## config.mk

```make
export PLATFORM = sky130hd
export DESIGN_NAME = pascal_subset_lexer_flat
export DESIGN_NICKNAME = d
export VERILOG_FILES = /design/src/rtl/psl_pkg.sv /design/src/rtl/psl_if.sv /design/src/rtl/psl_lexstep.sv /design/src/rtl/psl_token_fifo.sv /design/src/rtl/pascal_subset_lexer.sv /design/src/flat_wrapper.sv
export SDC_FILE = /design/constraint.sdc
export NUM_CORES = 1
export LEC_CHECK = 0
export ABC_AREA = 1
export BUFFER_PORTS_ARGS = -buffer_cell sky130_fd_sc_hd__clkbuf_2
export CAP_MARGIN = 15
export CORE_MARGIN = 3
export CORE_UTILIZATION = 40
export CTS_BUF_LIST = sky130_fd_sc_hd__clkbuf_4
export DETAILED_ROUTE_END_ITERATION = 8
export SYNTH_ARGS = -nofsm -noshare
export SYNTH_HDL_FRONTEND = slang
export SYNTH_HIERARCHICAL = 1
export SYNTH_SLANG_ARGS = --single-unit
```

## constraint.sdc

```tcl
create_clock -name clk -period 3.4 [get_ports clk]
set_input_delay 0.68 -clock clk [delete_from_list [all_inputs] [get_ports clk]]
set_output_delay 0.68 -clock clk [all_outputs]
set_load 0.01 [all_outputs]
```

## src/rtl/psl_pkg.sv

```systemverilog
// Types, token codes and keyword tables of the Pascal subset lexer.
package psl_pkg;

  localparam int NUM_KW = 18;
  localparam int TOK_W  = 6;

  localparam logic [TOK_W-1:0] TOK_ASSIGN = 6'd8;
  localparam logic [TOK_W-1:0] TOK_PLUS   = 6'd15;
  localparam logic [TOK_W-1:0] TOK_MINUS  = 6'd16;
  localparam logic [TOK_W-1:0] TOK_STAR   = 6'd17;
  localparam logic [TOK_W-1:0] TOK_EQ     = 6'd19;
  localparam logic [TOK_W-1:0] TOK_NE     = 6'd20;
  localparam logic [TOK_W-1:0] TOK_LT     = 6'd21;
  localparam logic [TOK_W-1:0] TOK_LE     = 6'd22;
  localparam logic [TOK_W-1:0] TOK_GT     = 6'd23;
  localparam logic [TOK_W-1:0] TOK_GE     = 6'd24;
  localparam logic [TOK_W-1:0] TOK_LPAREN = 6'd28;
  localparam logic [TOK_W-1:0] TOK_RPAREN = 6'd29;
  localparam logic [TOK_W-1:0] TOK_LBRACK = 6'd30;
  localparam logic [TOK_W-1:0] TOK_RBRACK = 6'd31;
  localparam logic [TOK_W-1:0] TOK_COMMA  = 6'd32;
  localparam logic [TOK_W-1:0] TOK_DOT    = 6'd33;
  localparam logic [TOK_W-1:0] TOK_SEMI   = 6'd34;
  localparam logic [TOK_W-1:0] TOK_COLON  = 6'd35;
  localparam logic [TOK_W-1:0] TOK_NUMBER = 6'd36;
  localparam logic [TOK_W-1:0] TOK_IDENT  = 6'd37;

  typedef enum logic [1:0] {
    PEND_NONE,
    PEND_COLON,
    PEND_LT,
    PEND_GT
  } psl_pend_t;

  typedef struct packed {
    logic              in_word;
    logic              starts_digit;
    logic [NUM_KW-1:0] cand;
    logic [3:0]        pos;
    psl_pend_t         pend;
  } psl_state_t;

  localparam psl_state_t RESET_STATE = '{
    in_word:      1'b0,
    starts_digit: 1'b0,
    cand:         {NUM_KW{1'b1}},
    pos:          4'd0,
    pend:         PEND_NONE
  };

  typedef struct packed {
    logic [TOK_W-1:0] token_class;
    logic             last;
  } psl_tok_t;

  typedef struct packed {
    logic [1:0] n;
    psl_tok_t   t0;
    psl_tok_t   t1;
  } psl_step_t;

  function automatic logic [3:0] kw_len(input logic [4:0] k);
    case (k)
      5'd0:    kw_len = 4'd7;
      5'd1:    kw_len = 4'd5;
      5'd2:    kw_len = 4'd4;
      5'd3:    kw_len = 4'd3;
      5'd4:    kw_len = 4'd9;
      5'd5:    kw_len = 4'd8;
      5'd6:    kw_len = 4'd5;
      5'd7:    kw_len = 4'd3;
      5'd8:    kw_len = 4'd2;
      5'd9:    kw_len = 4'd4;
      5'd10:   kw_len = 4'd4;
      5'd11:   kw_len = 4'd5;
      5'd12:   kw_len = 4'd2;
      5'd13:   kw_len = 4'd4;
      5'd14:   kw_len = 4'd3;
      5'd15:   kw_len = 4'd3;
      5'd16:   kw_len = 4'd2;
      5'd17:   kw_len = 4'd3;
      default: kw_len = 4'd0;
    endcase
  endfunction

  function automatic logic [TOK_W-1:0] kw_code(input logic [4:0] k);
    case (k)
      5'd0:    kw_code = 6'd0;
      5'd1:    kw_code = 6'd1;
      5'd2:    kw_code = 6'd2;
      5'd3:    kw_code = 6'd3;
      5'd4:    kw_code = 6'd4;
      5'd5:    kw_code = 6'd5;
      5'd6:    kw_code = 6'd6;
      5'd7:    kw_code = 6'd7;
      5'd8:    kw_code = 6'd9;
      5'd9:    kw_code = 6'd10;
      5'd10:   kw_code = 6'd11;
      5'd11:   kw_code = 6'd12;
      5'd12:   kw_code = 6'd13;
      5'd13:   kw_code = 6'd14;
      5'd14:   kw_code = 6'd18;
      5'd15:   kw_code = 6'd25;
      5'd16:   kw_code = 6'd26;
      5'd17:   kw_code = 6'd27;
      default: kw_code = TOK_IDENT;
    endcase
  endfunction

  // Character at position pos of keyword k, left aligned in 72 bits.
  function automatic logic [7:0] kw_char(input logic [4:0] k, input logic [3:0] pos);
    logic [71:0] w;
    logic [71:0] sh;
    case (k)
      5'd0:    w = {"program", 16'h0};
      5'd1:    w = {"label", 32'h0};
      5'd2:    w = {"type", 40'h0};
      5'd3:    w = {"var", 48'h0};
      5'd4:    w = "procedure";
      5'd5:    w = {"function", 8'h0};
      5'd6:    w = {"begin", 32'h0};
      5'd7:    w = {"end", 48'h0};
      5'd8:    w = {"if", 56'h0};
      5'd9:    w = {"then", 40'h0};
      5'd10:   w = {"else", 40'h0};
      5'd11:   w = {"while", 32'h0};
      5'd12:   w = {"do", 56'h0};
      5'd13:   w = {"goto", 40'h0};
      5'd14:   w = {"div", 48'h0};
      5'd15:   w = {"and", 48'h0};
      5'd16:   w = {"or", 56'h0};
      5'd17:   w = {"not", 48'h0};
      default: w = '0;
    endcase
    sh = w << {pos, 3'b000};
    kw_char = sh[71:64];
  endfunction

  function automatic logic [TOK_W-1:0] symbol_code(input logic [7:0] c);
    case (c)
      "+":     symbol_code = TOK_PLUS;
      "-":     symbol_code = TOK_MINUS;
      "*":     symbol_code = TOK_STAR;
      "=":     symbol_code = TOK_EQ;
      "(":     symbol_code = TOK_LPAREN;
      ")":     symbol_code = TOK_RPAREN;
      "[":     symbol_code = TOK_LBRACK;
      "]":     symbol_code = TOK_RBRACK;
      ",":     symbol_code = TOK_COMMA;
      ".":     symbol_code = TOK_DOT;
      ";":     symbol_code = TOK_SEMI;
      default: symbol_code = TOK_IDENT;
    endcase
  endfunction

  function automatic logic [TOK_W-1:0] pend_code(input psl_pend_t p);
    case (p)
      PEND_COLON: pend_code = TOK_COLON;
      PEND_LT:    pend_code = TOK_LT;
      PEND_GT:    pend_code = TOK_GT;
      default:    pend_code = TOK_IDENT;
    endcase
  endfunction

endpackage

```

## src/rtl/psl_if.sv

```systemverilog
// Character and token channel interfaces of the Pascal subset lexer.
interface psl_char_if;
  logic       valid;
  logic       ready;
  logic [7:0] ch;
  logic       end_of_text;
  modport source(output valid, ch, end_of_text, input ready);
  modport sink(input valid, ch, end_of_text, output ready);
endinterface

interface psl_token_if;
  logic                       valid;
  logic                       ready;
  logic [psl_pkg::TOK_W-1:0] token_class;
  logic                       last;
  modport source(output valid, token_class, last, input ready);
  modport sink(input valid, token_class, last, output ready);
endinterface

```

## src/rtl/psl_lexstep.sv

```systemverilog
// Per-character lexer step: next state and up to two tokens.
module psl_lexstep (
  input  psl_pkg::psl_state_t state,
  input  logic [7:0]          ch,
  input  logic                eot,
  output psl_pkg::psl_state_t state_next,
  output psl_pkg::psl_step_t  step
);
  import psl_pkg::*;

  logic              digit;
  logic              alnum;
  logic              blank;
  logic [TOK_W-1:0]  word_code;
  logic [TOK_W-1:0]  pair_code;
  logic              pair_hit;
  logic              base_in;
  logic [NUM_KW-1:0] base_cand;
  logic [3:0]        base_pos;
  logic [NUM_KW-1:0] add_cand;
  logic              emit_a;
  logic              emit_b;
  logic [TOK_W-1:0]  code_a;
  logic [TOK_W-1:0]  code_b;

  assign digit = (ch >= "0") && (ch <= "9");
  assign alnum = digit || ((ch >= "A") && (ch <= "Z")) || ((ch >= "a") && (ch <= "z"));
  assign blank = (ch == " ") || ((ch >= 8'd9) && (ch <= 8'd13)) || (ch == 8'd0);

  // First keyword still matching whose length equals the word length
  always_comb begin
    word_code = state.starts_digit ? TOK_NUMBER : TOK_IDENT;
    for (int k = NUM_KW - 1; k >= 0; k--) begin
      if (state.cand[k] && (kw_len(5'(k)) == state.pos)) begin
        word_code = kw_code(5'(k));
      end
    end
  end

  always_comb begin
    base_in   = state.in_word;
    base_cand = state.in_word ? state.cand : {NUM_KW{1'b1}};
    base_pos  = state.in_word ? state.pos : 4'd0;
    for (int k = 0; k < NUM_KW; k++) begin
      add_cand[k] = base_cand[k] && (base_pos < kw_len(5'(k))) &&
                    (kw_char(5'(k), base_pos) == ch);
    end
  end

  always_comb begin
    pair_hit  = 1'b1;
    pair_code = TOK_ASSIGN;
    case (state.pend)
      PEND_COLON: pair_hit = (ch == "=");
      PEND_LT: begin
        pair_hit  = (ch == "=") || (ch == ">");
        pair_code = (ch == "=") ? TOK_LE : TOK_NE;
      end
      PEND_GT: begin
        pair_hit  = (ch == "=");
        pair_code = TOK_GE;
      end
      default: pair_hit = 1'b0;
    endcase
  end

  always_comb begin
    state_next = state;
    emit_a     = 1'b0;
    emit_b     = 1'b0;
    code_a     = (state.pend != PEND_NONE) ? pend_code(state.pend) : word_code;
    code_b     = symbol_code(ch);
    if (eot) begin
      emit_a     = state.in_word || (state.pend != PEND_NONE);
      state_next = RESET_STATE;
    end else if (pair_hit) begin
      emit_a          = 1'b1;
      code_a          = pair_code;
      state_next.pend = PEND_NONE;
    end else begin
      state_next.pend = PEND_NONE;
      if (alnum) begin
        emit_a                  = state.pend != PEND_NONE;
        state_next.in_word      = 1'b1;
        state_next.starts_digit = base_in ? state.starts_digit : digit;
        state_next.cand         = add_cand;
        state_next.pos          = (base_pos == 4'd15) ? base_pos : base_pos + 4'd1;
      end else begin
        emit_a                  = (state.pend != PEND_NONE) || state.in_word;
        state_next.in_word      = 1'b0;
        state_next.starts_digit = 1'b0;
        state_next.cand         = {NUM_KW{1'b1}};
        state_next.pos          = 4'd0;
        if (!blank) begin
          case (ch)
            ":":     state_next.pend = PEND_COLON;
            "<":     state_next.pend = PEND_LT;
            ">":     state_next.pend = PEND_GT;
            default: emit_b = 1'b1;
          endcase
        end
      end
    end
  end

  always_comb begin
    step = '0;
    if (emit_a && emit_b) begin
      step.n  = 2'd2;
      step.t0 = '{token_class: code_a, last: 1'b0};
      step.t1 = '{token_class: code_b, last: 1'b1};
    end else if (emit_a) begin
      step.n  = 2'd1;
      step.t0 = '{token_class: code_a, last: 1'b1};
    end else if (emit_b) begin
      step.n  = 2'd1;
      step.t0 = '{token_class: code_b, last: 1'b1};
    end
  end

endmodule

```

## src/rtl/psl_token_fifo.sv

```systemverilog
// Four-entry token queue taking up to two tokens per cycle.
module psl_token_fifo (
  input  logic                clk,
  input  logic                rst,
  input  logic                push,
  input  psl_pkg::psl_step_t  step,
  output logic                room,
  psl_token_if.source         tokens
);
  import psl_pkg::*;

  psl_tok_t   mem [4];
  logic [1:0] wr_ptr;
  logic [1:0] rd_ptr;
  logic [2:0] count;
  logic [1:0] push_n;
  logic       pop;

  assign push_n = push ? step.n : 2'd0;
  assign pop    = tokens.valid && tokens.ready;
  assign room   = count <= 3'd2;

  assign tokens.valid       = count != 3'd0;
  assign tokens.token_class = mem[rd_ptr].token_class;
  assign tokens.last        = mem[rd_ptr].last;

  always_ff @(posedge clk) begin
    if (push && (step.n != 2'd0)) begin
      mem[wr_ptr] <= step.t0;
    end
    if (push && (step.n == 2'd2)) begin
      mem[wr_ptr + 2'd1] <= step.t1;
    end
  end

  always_ff @(posedge clk) begin
    if (rst) begin
      wr_ptr <= 2'd0;
      rd_ptr <= 2'd0;
      count  <= 3'd0;
    end else begin
      wr_ptr <= wr_ptr + push_n;
      rd_ptr <= rd_ptr + {1'b0, pop};
      count  <= count + {1'b0, push_n} - {2'b00, pop};
    end
  end

endmodule

```

## src/rtl/pascal_subset_lexer.sv

```systemverilog
// Pascal subset lexer top level: input register, lexer step, token queue.
//
// chars carries one character per request (ch, end_of_text); tokens carries
// token requests (token_class, last). A character that closes a word, or one
// that follows a waiting ':', '<' or '>', may yield two tokens; the final token
// of each character has last set. Blanks, letters and digits inside a word and
// the first half of a possible pair yield nothing.
// A character accepted on chars is held in the input register; its tokens are
// written to the queue when that register advances, and shown on tokens from then on.
// Throughput: one character per cycle while the four-entry token queue holds
// at most two tokens; characters that yield two tokens drain at one per cycle.
// The input register advances only when the queue has room for two tokens.
// end_of_text flushes the pending word or symbol and returns the lexer state to
// its initial value; ch is ignored then.
// Reset clears the input register, the queue and the lexer state. When the
// receiver stalls, the queue fills and chars.ready drops; no token is lost.
module pascal_subset_lexer (
  input  logic       clk,
  input  logic       rst,
  psl_char_if.sink   chars,
  psl_token_if.source tokens
);
  import psl_pkg::*;

  logic       s1_valid;
  logic [7:0] s1_ch;
  logic       s1_eot;
  psl_state_t state;
  psl_state_t state_next;
  psl_step_t  step;
  logic       room;
  logic       advance;

  assign advance     = s1_valid && room;
  assign chars.ready = !s1_valid || room;

  always_ff @(posedge clk) begin
    if (chars.valid && chars.ready) begin
      s1_ch  <= chars.ch;
      s1_eot <= chars.end_of_text;
    end
  end

  always_ff @(posedge clk) begin
    if (rst) begin
      s1_valid <= 1'b0;
      state    <= RESET_STATE;
    end else begin
      if (chars.valid && chars.ready) begin
        s1_valid <= 1'b1;
      end else if (advance) begin
        s1_valid <= 1'b0;
      end
      if (advance) begin
        state <= state_next;
      end
    end
  end

  psl_lexstep u_step (
    .state      (state),
    .ch         (s1_ch),
    .eot        (s1_eot),
    .state_next (state_next),
    .step       (step)
  );

  psl_token_fifo u_fifo (
    .clk    (clk),
    .rst    (rst),
    .push   (advance),
    .step   (step),
    .room   (room),
    .tokens (tokens)
  );

endmodule

```

## src/flat_wrapper.sv

```systemverilog
// flat-port wrapper written by rule: the top's interface ports become plain ports
module pascal_subset_lexer_flat import psl_pkg::*;
  (clk, rst, chars_valid, chars_ch, chars_end_of_text, chars_ready, tokens_valid, tokens_token_class, tokens_last, tokens_ready);
  psl_char_if chars_i ();
  psl_token_if tokens_i ();
  input  logic clk;
  input  logic rst;
  input wire logic [$bits(chars_i.valid)-1:0] chars_valid;
  input wire logic [$bits(chars_i.ch)-1:0] chars_ch;
  input wire logic [$bits(chars_i.end_of_text)-1:0] chars_end_of_text;
  output wire logic [$bits(chars_i.ready)-1:0] chars_ready;
  output wire logic [$bits(tokens_i.valid)-1:0] tokens_valid;
  output wire logic [$bits(tokens_i.token_class)-1:0] tokens_token_class;
  output wire logic [$bits(tokens_i.last)-1:0] tokens_last;
  input wire logic [$bits(tokens_i.ready)-1:0] tokens_ready;
  assign chars_i.valid = chars_valid;
  assign chars_i.ch = chars_ch;
  assign chars_i.end_of_text = chars_end_of_text;
  assign chars_ready = chars_i.ready;
  assign tokens_valid = tokens_i.valid;
  assign tokens_token_class = tokens_i.token_class;
  assign tokens_last = tokens_i.last;
  assign tokens_i.ready = tokens_ready;
  pascal_subset_lexer u_core (.clk(clk), .rst(rst), .chars(chars_i), .tokens(tokens_i));
endmodule
```

==> results.json, run 1 <==
{
  "dp_hpwl_um": 13900,
  "setup_violations": 0,
  "ioPinCount": 22,
  "r2r-start": "u_core/s1_ch[0]",
  "floorplan.core_area_um2": 14600,
  "max-cap-violations": 0,
  "wl_um": 18100,
  "clockRootBuffer": "clkbuf_4",
  "first_iter_violations": 510,
  "synthDistinctLibCells": 61,
  "worstRegToRegCells": 17,
  "grt_pass1_vias": 5734,
  "drt-pass1-iter-count": 6,
  "start_util": 0.412,
  "drc": 0,
  "drive_gt1_frac": 0.171,
  "clock_skew_ns": 0.0251,
  "crit_slowest_cell": "edfxtp_1",
  "syn-cell-area_um2": 6000,
  "synth_flop_cell": "edfxtp_1",
  "grt_pass1_wl_um": 29500,
  "gp_congestion": 0.970,
  "h-tree-depth": 3,
  "finalHoldViolCount": 0,
  "synth_top_area_cell": "edfxtp_1",
  "portBuffers": 21,
  "clkSlewWorstSetupHoldPaths_ns": 0.13,
  "p_sw_mw": 1.41,
  "yosys_warnings": 6,
  "critPathCaptureType": "register",
  "clk_path_buf_depth": 2,
  "ant_nets": 0,
  "hp-start": "chars_ch[7]",
  "cp.arrival_ns": 3.50,
  "worstSetupPathType": "register to register",
  "rsz0062_at_grt": "no",
  "max_freq_mhz": 322,
  "wl_per_cell_um": 16.7,
  "final_area_um2": 6490,
  "powerDensity_nw_per_um2": 496,
  "period_needed_ns": 3.11,
  "timing.rr.end": "u_core/u_fifo/count[2]",
  "final_common_cell": "nand2_1",
  "status": "finished, final reports clean",
  "start_kind": "register",
  "insertion_delay_ns": 0.46,
  "antenna_found_initial": 1,
  "routed_via_density": 5.55,
  "drv_slew": 0,
  "slowest_delay_ns": 0.49,
  "internal_power_mw": 1.81,
  "hp-class": "input pin to register",
  "syn2layout_area_growth_pct": 8.04,
  "syn_inst": 866,
  "avgSynthCellArea_um2": 6.93,
  "crit_path_max_fanout": 8,
  "placementRows": 44,
  "min_to": "u_core/s1_ch[7]",
  "fin_nets": 922,
  "seqPwrFrac": 0.369,
  "ir_drop_v": 0.000278,
  "ys_ff_latch": 71,
  "ff_latch_area_um2": 1790,
  "multi_input_area_um2": 3620,
  "ff2ff_setup_slack_ns": 0.29,
  "grt_max_degree": 35,
  "grt_usage": 0.223,
  "die-height_um": 129,
  "hold_depth": 1,
  "relSlewSlack": 0.461,
  "dieArea_um2": 16500,
  "postCtsSetupBuffers": 0,
  "swShare": 0.437,
  "synthTopCellsByArea": "edfxtp_1 (19%), nand2_1 (13%), dfxtp_1 (11%)",
  "total_leakage_power_nw": 2.93,
  "cp_cell_sequence": "inv_2 > nand2_1 > o21ai_1 > o211ai_2 > nand2_2 > nand2_2 > a21boi_2 > inv_1 > ha_2 > nand2_1 > xor2_1 > ha_1 > inv_1 > fa_1 > inv_1 > nand2_1 > a21oi_1",
  "required_ns": 3.80,
  "fillerInstances": 1530,
  "p_clk_frac": 0.179,
  "finalSetupTns_ns": 0,
  "placed_cell_area_um2": 6340,
  "die_w_um": 129,
  "cts_buffers": 9,
  "grt.overflow.total": 0,
  "seq_area_frac_synth": 0.298,
  "clock-sinks": 71,
  "cts_tree": "built",
  "min_period_over_period": 0.914,
  "tightest_slew_ns": 0.803,
  "mostFrequentLayoutCells": "nand2_1 (200), nor2_1 (95), inv_1 (78)",
  "power_frac_comb": 0.452,
  "synth-edff-count": 37,
  "async_flop_share": 0,
  "vias": 6005,
  "yosysTopAreaCellShare": 0.185,
  "synth_nets": 896
}
[worst max-delay path: cells and delay by family, from the launching register on]
kind	cells	cell delay (ns)
fa+ha+maj	3	0.97
xor+xnor	1	0.18
buf+inv	4	0.38
simple gates	5	0.42
compound gates	4	0.61
flops	1	0.49
[cells by family after synthesis]
group,after synthesis,synth area share
AO/OA/AOI/OAI,170,0.189
AND/OR/NAND/NOR,442,0.329
adder cells (fa/ha/maj),17,0.0367
XOR/XNOR,33,0.0481
flip-flops,71,0.298
buffers and inverters,133,0.0988
[worst max path at each step]
stage	from	to	slack [ns]	depth (start not counted)
5_1_grt	u_core/s1_ch[0]	u_core/u_fifo/count[2]	0.007	17
3_3_place_gp	u_core/s1_ch[0]	u_core/u_fifo/count[2]	0.32	17
2_1_floorplan	u_core/s1_ch[6]	u_core/u_fifo/mem[3][0]	0.32	16
3_5_place_dp	u_core/s1_ch[0]	u_core/u_fifo/count[2]	0.22	17
6_report	u_core/s1_ch[0]	u_core/u_fifo/count[2]	0.29	17
4_1_cts	u_core/s1_ch[0]	u_core/u_fifo/count[2]	0.18	17
[area by class of cell]
class	instances	area share
inverters	97	0.0565
multi-input cells	662	0.558
clock inverters	6	0.0106
flip-flops and latches	71	0.276
diodes	1	0.000386
repair buffers	51	0.0509
clock buffers	10	0.0116
well taps	184	0.0355
[cells in the mapped netlist (all sizes together) (2+ instances only)]
cell     count
nand2      215
a31oi        3
a221oi       2
nor4         4
or2          5
nor3        16
clkinv       2
o311ai       3
o221ai       2
buf         30
xor2        31
dfxtp       34
edfxtp      37
o2111ai      7
o21bai       2
nand3       76
o22ai       18
and3         2
o41ai        3
nand4       13
a211oi       2
inv         95
ha          16
a2111oi      4
xnor2        2
o211ai       4
a21oi       32
a21boi       2
nor2       109
clkbuf       6
o21ai       79
[flip-flops by register name, summed over array words and instances (netlist names)]
register / count
u_core/s1_ch: 8
u_core/u_fifo/mem: 28
u_core/u_fifo/rd_ptr: 2
u_core/u_fifo/wr_ptr: 2
u_core/state: 26
u_core/u_fifo/count: 3
u_core/s1_eot: 1
u_core/s1_valid: 1
[power groups by stage]
| stage | registers [mW] | clock network (mW) | logic [mW] |
|---|---|---|---|
| after floorplan | 1.15 | 0 | 1.13 |
| after detailed placement | 1.21 | 0 | 1.44 |
| final | 1.19 | 0.577 | 1.46 |
| after global placement | 1.21 | 0 | 1.44 |
| after global routing | 1.20 | 0.626 | 1.64 |
| after CTS | 1.19 | 0.597 | 1.45 |
[layer usage]
| layer | global-route usage | routed length (um) | vias up |
|---|---|---|---|
| met3 | 0.0361 | 1110 | 55 |
| met4 | 0.0988 | 684 | 0 |
| met2 | 0.382 | 8700 | 250 |
| met1 | 0.276 | 7570 | 2725 |
| li1 | - | - | 2975 |
| met5 | 0 | 0 | - |
[metrics by stage]
step                instances  power (mW)   util  hold WS, ns  worst slack, ns
floorplan                 866        2.28      -        0.429            0.322
global placement         1065        2.64  0.434        0.440            0.323
detailed placement       1065        2.65  0.434        0.460            0.220
CTS                      1081        3.23  0.444        0.363            0.177
global route             1082        3.47  0.445        0.378          0.00683
finish                   1082        3.22  0.445        0.397            0.293
[timing repair]
item / in CTS / in global routing
endpoints found under the setup margin: 0 / 2
hold buffers: 0 / 0
gates resized for setup: 0 / 1
No activity file was read; power rests on OpenSTA's default activity.
==> run 2: changes to the inputs <==
- SYNTH_HIERARCHICAL: 1 -> not set
- clock period: 3.4 -> 2.5 ns (I/O delays scaled with it)
==> run 2 against run 1 <==
Net effect: highest routed layer unchanged; cell area increased by 8.5%; synthesized area decreased by 7.3%; clock skew decreased by 0.0037 ns; the flow now finishes with violations (negative setup slack); utilization increased by 8.1 points; non-clock buffer count increased by 84; synthesized cell count decreased by 9.7%; combinational power decreased by 24%; count of clock-buffer cells in the layout unchanged.
==> results.json, run 2 <==
{
  "status": "finished, violations left",
  "violations": "negative setup slack",
  "p_sw_mw": 1.18,
  "drc": 0,
  "grt_pass1_vias": 5559,
  "die_w_um": 124,
  "crit_path_start": "u_core.s1_ch[2]",
  "hp-start": "chars_ch[3]",
  "start_util": 0.415,
  "synth_flop_cell": "edfxtp_1",
  "ys_ff_latch": 71,
  "relSlewSlack": 0.618,
  "yosys-top-cells-count": "nand2_1 (199), inv_1 (77), nor2_1 (75), o21ai_0 (60), edfxtp_1 (37)",
  "wl_um": 17700,
  "ir_drop_v": 0.000288,
  "grt.overflow.total": 0,
  "syn2layout_area_growth_pct": 26.4,
  "start_kind": "register",
  "clkSlewWorstSetupHoldPaths_ns": 0.13,
  "grt_pass1_wl_um": 27900,
  "rsz0062_at_grt": "yes",
  "synth_top_area_cell": "edfxtp_1",
  "finalHoldViolCount": 0,
  "first_iter_violations": 560,
  "syn-cell-area_um2": 5570,
  "fin_ws_ns": -0.412,
  "avgSynthCellArea_um2": 7.12,
  "crit_slowest_cell": "edfxtp_1",
  "clockRootBuffer": "clkbuf_4",
  "insertion_delay_ns": 0.46,
  "critPathCaptureType": "register",
  "cts_buffers": 9,
  "clk_path_buf_depth": 2,
  "largestRegisters": "u_core.u_fifo.mem (28), u_core.state (26), u_core.s1_ch (8)",
  "die-height_um": 124,
  "setup_violations": 59,
  "synthTopCellsByArea": "edfxtp_1 (20%), nand2_1 (13%), dfxtp_1 (12%)",
  "crit_path_max_fanout": 6,
  "synthDistinctLibCells": 54,
  "place_ws_ns": -0.364,
  "gp_congestion": 0.944,
  "floorplan.core_area_um2": 13400,
  "mostFrequentLayoutCells": "nand2_1 (190), buf_4 (111), inv_1 (69)",
  "grt_max_degree": 20,
  "cp_cell_sequence": "nor2_4 > inv_2 > nor3_4 > o21ai_2 > nand2_2 > buf_6 > nand2_4 > a21boi_4 > ha_4 > nand2_4 > ha_4 > inv_2 > ha_4 > inv_2 > fa_2 > xor2_1 > inv_1 > nor2_1",
  "final_area_um2": 7040,
  "syn_inst": 782,
  "internal_power_mw": 2.28,
  "drive_gt1_frac": 0.272,
  "tightest_slew_ns": 0.573,
  "seqPwrFrac": 0.401,
  "h-tree-depth": 3,
  "power_frac_comb": 0.321,
  "synth_nets": 816,
  "total_leakage_power_nw": 3.10,
  "holdBufCountCts": 0,
  "regMostFlops": "u_core.u_fifo.mem",
  "synth-edff-count": 37,
  "fin_nets": 938,
  "ant_nets": 0,
  "min_period_over_period": 1.16,
  "grt_usage": 0.236,
  "wl_per_cell_um": 16.3,
  "yosys_warnings": 0,
  "slowest_delay_ns": 0.56,
  "antenna_found_initial": 1,
  "max-cap-violations": 0,
  "r2r-start": "u_core.s1_ch[2]",
  "yosysTopAreaCellShare": 0.200,
  "largest_register_ffs": 28,
  "cts_tree": "built",
  "dp_hpwl_um": 13800,
  "clock_skew_ns": 0.0214,
  "yosysMostFrequentCell": "nand2_1",
  "max_freq_mhz": 343,
  "portBuffers": 21,
  "cp.arrival_ns": 3.33,
  "swShare": 0.341,
  "final_common_cell": "nand2_1",
  "p_clk_frac": 0.278,
  "vias": 5839,
  "required_ns": 2.91,
  "worstSetupPathType": "register to register",
  "dieArea_um2": 15400,
  "clock-sinks": 71,
  "placementRows": 42,
  "powerDensity_nw_per_um2": 491,
  "seq_area_frac_synth": 0.322,
  "routed_via_density": 5.38,
  "placed_cell_area_um2": 6560,
  "hp-class": "input pin to register",
  "period_needed_ns": 2.91,
  "drt-pass1-iter-count": 6,
  "ioPinCount": 22,
  "async_flop_share": 0,
  "drv_slew": 0
}
## run 2: cell count changes after synthesis, moves of 6 or more
cell	delta
buf_2	-10
nor2_1	-20
nand2_2	-11
nand3_1	-50
o211ai_1	+6
o21ai_1	+16
nor2_2	-6
nor4_1	+6
o21ai_0	+12
o21ai_2	-26
## run 2: what timing repair did
action                                  4_1_cts  5_1_grt
buffers inserted                             10        5
endpoints found under the setup margin       58       65
gates resized for setup                      20       41
pin swaps                                     3       16
## run 2: cell type report
type                       instances  area (um^2)
timing repair buffer             135          972
clock buffer                      10         75.1
antenna                            1         2.50
tap                              176          220
fill                            1330         6360
clock inverter                     6          109
multi-input combinational        596         3510
sequential                        71         1790
inverter                          91          357
## run 2: routing by layer
layer,GRT usage,share of wire,vias up
met2,0.395,0.47,226
met5,0,0,-
li1,-,-,2884
met4,0.104,0.036,0
met3,0.0400,0.058,49
met1,0.299,0.43,2680
## run 2: power by group through the flow
stage,clock network (mW),logic (mW),registers [mW]
floorplan,0,0.695,1.38
detailed placement,0,1.03,1.41
CTS,0.980,1.06,1.38
finish,0.962,1.11,1.38
global route,1.03,1.23,1.40
global placement,0,1.01,1.41
## run 2: path summary, 6_finish.rpt
check | end | slack [ns] | cells after the start
max reg2reg | u_core.u_fifo.count[2] | -0.41 | 18
max | u_core.u_fifo.count[2] | -0.41 | 18
min reg2reg | u_core.state[24] | 0.51 | 2
min | u_core.s1_ch[3] | 0.20 | 1
## run 2: metrics by stage
step | TNS (ns) | utilization | power, mW | instances | hold WS [ns]
global placement | -3.36 | 0.489 | 2.41 | 1054 | 0.474
finish | -15.77 | 0.525 | 3.46 | 1086 | 0.199
CTS | -8.69 | 0.513 | 3.42 | 1080 | 0.170
floorplan | -11.48 | - | 2.08 | 782 | 0.424
detailed placement | -9.09 | 0.489 | 2.44 | 1054 | 0.487
global route | -26.46 | 0.525 | 3.66 | 1086 | 0.170
## run 2: worst max-delay path: cells and delay by family (launching register included)
kind                       cells  cell delay, ns
AOI/OAI and AO/OA              2            0.30
xor gates and xnor gates       1            0.16
adders and majority gates      4            0.87
buffers and inverters          5            0.32
DFF                            1            0.56
and+or+nand+nor                6            0.65
## run 2: cell families after synthesis
| family | synth area share |
|---|---|
| AND/OR/NAND/NOR | 0.298 |
| adder cells (fa/ha/maj) | 0.0486 |
| AO/OA/AOI/OAI | 0.182 |
| flip-flops | 0.322 |
| XOR/XNOR | 0.0614 |
| buffers and inverters | 0.0877 |
